===== src/sv/tonu_pkg.sv =====
package tonu_pkg;

	localparam logic [7:0] IAC     = 8'd255;
	localparam logic [7:0] SB      = 8'd250;
	localparam logic [7:0] WILL    = 8'd251;
	localparam logic [7:0] WONT    = 8'd252;
	localparam logic [7:0] DO      = 8'd253;
	localparam logic [7:0] DONT    = 8'd254;
	localparam logic [7:0] SE      = 8'd240;
	localparam logic [7:0] SEND    = 8'd1;
	localparam logic [7:0] IS      = 8'd0;
	localparam logic [7:0] OPT_RST = 8'd3;

	typedef enum logic [2:0] {
		PH_TEXT    = 3'd0,
		PH_IAC     = 3'd1,
		PH_OPT     = 3'd2,
		PH_SBOPT   = 3'd3,
		PH_SBFIRST = 3'd4,
		PH_SBREST  = 3'd5
	} phase_t;

	typedef enum logic [1:0] {
		DK_TEXT = 2'd0,
		DK_NEG  = 2'd1,
		DK_SUB  = 2'd2
	} desc_kind_t;

	localparam logic KIND_TEXT  = 1'b0;
	localparam logic KIND_REPLY = 1'b1;

	localparam logic [2:0] NEG_LAST_IDX = 3'd2;
	localparam logic [2:0] SUB_LAST_IDX = 3'd5;

	typedef struct packed {
		desc_kind_t kind;
		logic [7:0] data;
		logic [7:0] cmd;
		logic       eob;
	} desc_t;

endpackage


===== src/sv/tonu_parser.sv =====
module tonu_parser (
	input  logic             clk,
	input  logic             arst_n,
	input  logic             accept,
	input  logic [7:0]       rx_byte,
	input  logic             eob,
	input  logic [7:0]       accepted_option,
	output logic             push,
	output tonu_pkg::desc_t  desc
);
	import tonu_pkg::*;

	phase_t     phase_q, phase_d;
	logic [2:0] held_cmd_q, held_cmd_d;
	logic [7:0] held_opt_q, held_opt_d;
	logic       send_req_q, send_req_d;

	logic       do_idle;
	logic [7:0] cmd_full;
	logic       agree;
	logic [7:0] rep;

	assign cmd_full = {5'b11111, held_cmd_q};
	assign agree    = (rx_byte == accepted_option);

	always_comb begin
		case (cmd_full)
			DO:      rep = agree ? WILL : WONT;
			DONT:    rep = WONT;
			WILL:    rep = agree ? DO : DONT;
			default: rep = DONT;
		endcase
	end

	always_comb begin
		phase_d    = phase_q;
		held_cmd_d = held_cmd_q;
		held_opt_d = held_opt_q;
		send_req_d = send_req_q;
		do_idle    = 1'b0;
		push       = 1'b0;
		desc.kind  = DK_TEXT;
		desc.data  = rx_byte;
		desc.cmd   = rep;
		desc.eob   = eob;
		case (phase_q)
			PH_IAC: begin
				if (rx_byte >= WILL && rx_byte <= DONT) begin
					held_cmd_d = rx_byte[2:0];
					phase_d    = PH_OPT;
				end else if (rx_byte == SB) begin
					phase_d = PH_SBOPT;
				end else begin
					do_idle = 1'b1;
				end
			end
			PH_OPT: begin
				push      = 1'b1;
				desc.kind = DK_NEG;
				phase_d   = PH_TEXT;
			end
			PH_SBOPT: begin
				if (rx_byte == SE) begin
					phase_d = PH_TEXT;
				end else begin
					held_opt_d = rx_byte;
					phase_d    = PH_SBFIRST;
				end
			end
			PH_SBFIRST: begin
				if (rx_byte == SE) begin
					phase_d = PH_TEXT;
				end else begin
					send_req_d = (rx_byte == SEND);
					phase_d    = PH_SBREST;
				end
			end
			PH_SBREST: begin
				if (rx_byte == SE) begin
					phase_d = PH_TEXT;
					if (send_req_q && held_opt_q == accepted_option) begin
						push      = 1'b1;
						desc.kind = DK_SUB;
						desc.data = held_opt_q;
					end
				end
			end
			default: begin
				do_idle = 1'b1;
			end
		endcase
		if (do_idle) begin
			if (rx_byte == IAC) begin
				phase_d = PH_IAC;
			end else begin
				phase_d   = PH_TEXT;
				push      = 1'b1;
				desc.kind = DK_TEXT;
			end
		end
		push = push & accept;
	end

	always_ff @(posedge clk or negedge arst_n) begin
		if (!arst_n) begin
			phase_q    <= PH_TEXT;
			held_cmd_q <= 3'd0;
			held_opt_q <= 8'd0;
			send_req_q <= 1'b0;
		end else if (accept) begin
			phase_q    <= phase_d;
			held_cmd_q <= held_cmd_d;
			held_opt_q <= held_opt_d;
			send_req_q <= send_req_d;
		end
	end

endmodule


===== src/sv/tonu_reply_queue.sv =====
module tonu_reply_queue (
	input  logic             clk,
	input  logic             arst_n,
	input  logic             push,
	input  tonu_pkg::desc_t  desc_in,
	output logic             full,
	output logic             m_tvalid,
	input  logic             m_tready,
	output logic [7:0]       m_tdata,
	output logic             m_tuser,
	output logic             m_tlast
);
	import tonu_pkg::*;

	desc_t      mem_q [2];
	logic       wr_ptr_q;
	logic       rd_ptr_q;
	logic [1:0] count_q;
	logic [2:0] idx_q;
	desc_t      head;
	logic       final_byte;
	logic       pop;

	assign head     = mem_q[rd_ptr_q];
	assign full     = (count_q == 2'd2);
	assign m_tvalid = (count_q != 2'd0);

	always_comb begin
		m_tuser    = KIND_REPLY;
		m_tlast    = 1'b0;
		m_tdata    = IAC;
		final_byte = 1'b0;
		case (head.kind)
			DK_TEXT: begin
				m_tuser    = KIND_TEXT;
				m_tdata    = head.data;
				m_tlast    = head.eob;
				final_byte = 1'b1;
			end
			DK_NEG: begin
				case (idx_q)
					3'd0:    m_tdata = IAC;
					3'd1:    m_tdata = head.cmd;
					default: m_tdata = head.data;
				endcase
				final_byte = (idx_q == NEG_LAST_IDX);
				m_tlast    = final_byte;
			end
			default: begin
				case (idx_q)
					3'd0:    m_tdata = IAC;
					3'd1:    m_tdata = SB;
					3'd2:    m_tdata = head.data;
					3'd3:    m_tdata = IS;
					3'd4:    m_tdata = IAC;
					default: m_tdata = SE;
				endcase
				final_byte = (idx_q == SUB_LAST_IDX);
				m_tlast    = final_byte;
			end
		endcase
	end

	assign pop = m_tvalid & m_tready & final_byte;

	always_ff @(posedge clk) begin
		if (push) begin
			mem_q[wr_ptr_q] <= desc_in;
		end
	end

	always_ff @(posedge clk or negedge arst_n) begin
		if (!arst_n) begin
			wr_ptr_q <= 1'b0;
			rd_ptr_q <= 1'b0;
			count_q  <= 2'd0;
			idx_q    <= 3'd0;
		end else begin
			if (push) begin
				wr_ptr_q <= ~wr_ptr_q;
			end
			if (pop) begin
				rd_ptr_q <= ~rd_ptr_q;
				idx_q    <= 3'd0;
			end else if (m_tvalid && m_tready) begin
				idx_q <= idx_q + 3'd1;
			end
			count_q <= count_q + {1'b0, push} - {1'b0, pop};
		end
	end

`ifndef SYNTHESIS
	a_count_bound: assert property (@(posedge clk) disable iff (!arst_n)
		count_q != 2'd3)
		else $error("reply queue count out of range");
	a_no_push_full: assert property (@(posedge clk) disable iff (!arst_n)
		push |-> !full)
		else $error("descriptor pushed into a full queue");
	a_idx_empty: assert property (@(posedge clk) disable iff (!arst_n)
		!m_tvalid |-> idx_q == 3'd0)
		else $error("byte index not cleared while queue empty");
	a_idx_range: assert property (@(posedge clk) disable iff (!arst_n)
		m_tvalid |-> (idx_q <= SUB_LAST_IDX)
			&& (head.kind != DK_TEXT || idx_q == 3'd0)
			&& (head.kind != DK_NEG || idx_q <= NEG_LAST_IDX))
		else $error("byte index beyond reply length");
	a_push_shows: assert property (@(posedge clk) disable iff (!arst_n)
		push |=> m_tvalid)
		else $error("pushed descriptor not presented");
`endif

endmodule


===== src/sv/telnet_option_negotiator_unit.sv =====
// Channel   Direction  tdata          tuser  tlast
// s_*       in         rx_byte[7:0]   -      end_of_buffer
// m_*       out        out_byte[7:0]  kind   last
// cfg_*     in         accepted_option[7:0] on cfg_wdata, written when cfg_we is high
//
// One received byte is taken per cycle; its results enter a two-entry reply queue.
// Text leaves as one byte, a WILL/WONT/DO/DONT reply as three bytes and a
// subnegotiation reply as six, one byte per output transfer from the queue head.
// Input is stalled only while both queue entries are occupied.
// Reset clears the parser phase, held command and option, and the queue.
module telnet_option_negotiator_unit (
	input  logic       clk,
	input  logic       arst_n,
	input  logic       s_tvalid,
	output logic       s_tready,
	input  logic [7:0] s_tdata,   // [7:0] rx_byte
	input  logic       s_tlast,
	output logic       m_tvalid,
	input  logic       m_tready,
	output logic [7:0] m_tdata,   // [7:0] out_byte
	output logic       m_tuser,   // [0] kind
	output logic       m_tlast,
	input  logic       cfg_we,
	input  logic [7:0] cfg_wdata
);
	import tonu_pkg::*;

	logic [7:0] accepted_option_q;
	logic       accept;
	logic       push;
	logic       full;
	desc_t      desc;

	assign s_tready = !full;
	assign accept   = s_tvalid & s_tready;

	always_ff @(posedge clk or negedge arst_n) begin
		if (!arst_n) begin
			accepted_option_q <= OPT_RST;
		end else if (cfg_we) begin
			accepted_option_q <= cfg_wdata;
		end
	end

	tonu_parser u_parser (
		.clk             (clk),
		.arst_n          (arst_n),
		.accept          (accept),
		.rx_byte         (s_tdata),
		.eob             (s_tlast),
		.accepted_option (accepted_option_q),
		.push            (push),
		.desc            (desc)
	);

	tonu_reply_queue u_queue (
		.clk      (clk),
		.arst_n   (arst_n),
		.push     (push),
		.desc_in  (desc),
		.full     (full),
		.m_tvalid (m_tvalid),
		.m_tready (m_tready),
		.m_tdata  (m_tdata),
		.m_tuser  (m_tuser),
		.m_tlast  (m_tlast)
	);

endmodule


===== config.mk =====
export PLATFORM = sky130hd
export DESIGN_NAME = telnet_option_negotiator_unit
export DESIGN_NICKNAME = d
export VERILOG_FILES = /design/src/sv/tonu_pkg.sv /design/src/sv/tonu_parser.sv /design/src/sv/tonu_reply_queue.sv /design/src/sv/telnet_option_negotiator_unit.sv
export SDC_FILE = /design/constraint.sdc
export NUM_CORES = 1
export LEC_CHECK = 0
export ABC_AREA = 1
export BUFFER_PORTS_ARGS = -buffer_cell sky130_fd_sc_hd__buf_4
export CAP_MARGIN = 20
export CORE_UTILIZATION = 53
export CTS_CLUSTER_DIAMETER = 40
export DETAILED_ROUTE_END_ITERATION = 16
export PLACE_DENSITY = 0.76
export SLEW_MARGIN = 20
export SYNTH_ARGS = -nofsm -noshare
export SYNTH_HDL_FRONTEND = slang
export SYNTH_SLANG_ARGS = --single-unit

===== constraint.sdc =====
create_clock -name clk -period 2.3 [get_ports clk]
set_clock_uncertainty 0.1 [all_clocks]
set_input_delay 0.345 -clock clk [delete_from_list [all_inputs] [get_ports clk]]
set_output_delay 0.345 -clock clk [all_outputs]
set_load 0.03 [all_outputs]

==> flow_metrics.tcl <==
set metrics [dict create \
    period_minus_slack_ns 2.33 \
    vdd_drop_max_mv 0.870 \
    synthXorXnorAreaFrac_pct 1.68 \
    placed_area_um2 3490 \
    dieArea_um2 6220 \
    p_comb_share_pct 51.5 \
    dr.first_iter.drc_count 122 \
    worstPathArrival_ns 1.88 \
    track_usage_pct 24.1 \
    ios 34 \
    crit_type "flip-flop to output port" \
    cp.required_ns 1.86 \
    cts-root-buf "clkbuf_8" \
    synth_warnings 0 \
    fp-row-count 27 \
    critPathCaptureType "output port" \
    fin_nets 452 \
    setup_ws_ns -0.0292 \
    worst_slew_margin_rel_pct 65.4 \
    critical-path-max-stage-delay_ns 0.45 \
    wl_um 7110 \
    r2r_end "u_queue.count_q[1]" \
    routed_via_density 5.30 \
    synth_seq_cells 58 \
    syn_nets 397 \
    min_path_type "input port to flip-flop" \
    final_util_pct 70.2 \
    post_drt_wl_per_cell_um 14.2 \
    dominantRegCellSynth "edfxtp_1" \
    cp-startpoint "u_queue.idx_q[1]" \
    synth-edff-count 28 \
    async_flop_share_pct 51.7 \
    die_x_um 78.9 \
    status "finished, violations left" \
    drive_gt1_share_pct 24.8 \
    hpwl_um 4930 \
    max_freq_mhz 429 \
    grt_pass1_vias 2502 \
    reg2reg_depth 12 \
    syn_area_um2 3130 \
    min_period_over_period_pct 101 \
    grt_start_max_net_pins 31 \
    portBuffers 33 \
    synth-compound-area-share_pct 12.5 \
    antenna_found_initial 0 \
    synthCells 368 \
    clkSlewWorstSetupHoldPaths_ns 0.07 \
    vias 2650 \
    crit_slowest_cell "dfrtp_2" \
    pwr-share-clk_pct 18.0 \
    seqCellArea_um2 1600 \
    p_per_area_nw_per_um2 1340 \
    synthAdderAreaFrac_pct 2.80 \
    h-tree-depth 3 \
    sw_frac_of_total_pct 43.9 \
    final-max-slew-violation-count 0 \
    yosys.area_share.simple_pct 22.3 \
    finalHoldViolCount 0 \
    tritoncts "done" \
    muxShareOfSynthArea_pct 1.64 \
    ys_seq_area_share_pct 50.9 \
    core-area_um2 5610 \
    grt_setup_unrepaired "true" \
    clock_latency_ns 0.34 \
    crit_path_start_kind "flip-flop" \
    switching_power_mw 2.32 \
    tightest_slew_ns 0.518 \
    seq_power_share_pct 30.5 \
    final_area_um2 3940 \
    gp_congestion 0.926 \
    final_antenna_net_count 0 \
    endpoint "m_tdata[1]" \
    multi_input_area_um2 1440 \
    final-setup-viol-count 2 \
    critPathMaxFanout 3 \
    r2r_slack_ns 0.20 \
    violations "negative setup slack" \
    crit_path_cell_trace "inv_2, ha_4, inv_4, nor3_4, o21ai_1, nand3_2, o211ai_1, buf_4" \
    initial_utilization_pct 55.8 \
    fillers 452 \
    grt_pass1_wl_um 11300 \
    internal-power_mw 2.96 \
    yosysUniqueCellTypes 41 \
    drc_errors 0 \
    clkSinkCount 58 \
    area_delta_synth_final_pct 25.7 \
    dr.pass1.iters 4 \
    hold_depth 1 \
    avgSynthCellArea_um2 8.51 \
    grt-ovfl-total 0 \
    antennaDiodeCount 0 \
    ctsLongestPathBuffers 2 \
    rr_startpoint "u_queue.rd_ptr_q" \
    cts_buffers 9 \
    p_leak_nw 1.73 \
    cap_violations 0 \
    fp.dieH_um 78.9 \
    synth_top_family_by_area "simple AND/OR/NAND/NOR gates" \
]
## area by class of cell
class                   count  area share (%)
clock buffers               9            3.15
clock inverters             7            1.97
flip-flops and latches     58            40.5
multi-input cells         247            36.6
well taps                  72            2.29
repair buffers             49            9.60
inverters                  58            5.85
## registers in the layout (all words and copies together), names as in the netlist
signal	cells
u_parser.held_cmd_q	3
u_queue.count_q	2
u_parser.send_req_q	1
u_queue.idx_q	3
u_queue.wr_ptr_q	1
accepted_option_q	8
u_parser.phase_q	3
u_queue.mem_q	28
u_parser.held_opt_q	8
u_queue.rd_ptr_q	1
## through the flow
stage	power, mW	setup slack [ns]	setup TNS (ns)	hold slack, ns	std cells
after floorplan	3.15	0.0393	0	-0.0506	368
after global placement	3.75	0.114	0	0.199	475
after detailed placement	3.82	0.0531	0	0.199	475
after CTS	4.92	-0.00748	-0.0125	0.0832	496
after global routing	5.61	-0.0630	-0.253	0.0877	500
final	5.28	-0.0292	-0.0511	0.0921	500
## power groups by stage
stage | registers (mW) | clock network [mW] | logic, mW
floorplan | 1.54 | 0 | 1.61
global placement | 1.59 | 0 | 2.15
detailed placement | 1.60 | 0 | 2.22
CTS | 1.59 | 0.966 | 2.37
global route | 1.64 | 1.01 | 2.97
finish | 1.61 | 0.952 | 2.72
## critical path, delay by kind of cell (launching register included)
| kind | cells | cell delay, ns |
|---|---|---|
| flip-flops | 1 | 0.45 |
| AO/OA/AOI/OAI | 2 | 0.25 |
| adder cells (fa/ha/maj) | 1 | 0.20 |
| buffers and inverters | 3 | 0.36 |
| AND/OR/NAND/NOR | 2 | 0.28 |
## logic make-up after synthesis
kind of cell	after synthesis
compound gates	68
flops	58
buf+inv	63
fa+ha+maj	7
mux	5
xor+xnor	6
simple gates	161
## cell usage after synthesis (2+ instances only)
cell type,instances,share of area (%)
nand3_1,17,2.7
dfstp_2,2,1.7
a211oi_1,2,0.48
xnor2_1,2,0.56
ha_1,7,2.8
dfrtp_1,28,22
buf_2,2,0.32
nand2_1,89,11
o21ai_2,2,0.56
nand3b_1,2,0.48
nand4_1,3,0.60
edfxtp_1,28,27
xor2_1,4,1.1
nor2_1,38,4.6
o21ai_0,46,7.4
inv_4,2,0.40
nor3_1,4,0.64
mux2i_1,4,1.3
o221ai_1,2,0.56
inv_1,55,6.6
a21oi_1,9,1.4
## metal layers
layer	vias up	GRT usage, %	wire length (um)
met5	-	0	0
met3	19	3.33	246
met4	0	12.2	193
met1	1243	29.2	3000
li1	1310	-	-
met2	78	42.1	3680
## cells in the final DEF (no fill, tap or decap), types with 3 or more instances in the layout
master and instances:
nor2_1 34, nor3_1 3, ha_4 4, o21ai_0 36, mux2i_1 4, xor2_1 4, clkbuf_8 9, buf_4 46
inv_4 3, dfrtp_1 26, o21ai_1 9, a21oi_1 8, clkinv_4 3, nand2_1 88, nor2_2 3, nand3_1 16
o21ai_4 4, inv_1 49, edfxtp_1 28, nand4_1 3, inv_2 5
## worst min path at each step
stage               startpoint  slack, ns                   end
detailed placement      arst_n       0.20  accepted_option_q[6]
global placement        arst_n       0.20  accepted_option_q[6]
global route           s_tlast       0.09   u_queue.mem_q[1][0]
finish                 s_tlast       0.09   u_queue.mem_q[1][0]
floorplan               arst_n      -0.05  accepted_option_q[2]
CTS                    s_tlast       0.08   u_queue.mem_q[1][0]
## what timing repair did
item                       CTS  global route
gates cloned                 0             0
pin swaps                    2             6
setup endpoints to repair    9            10
buffers inserted             4             4
gates resized for setup     22            31
hold endpoints to repair    28             0
hold buffers                 1             0
No activity file was read; power rests on OpenSTA's default activity.
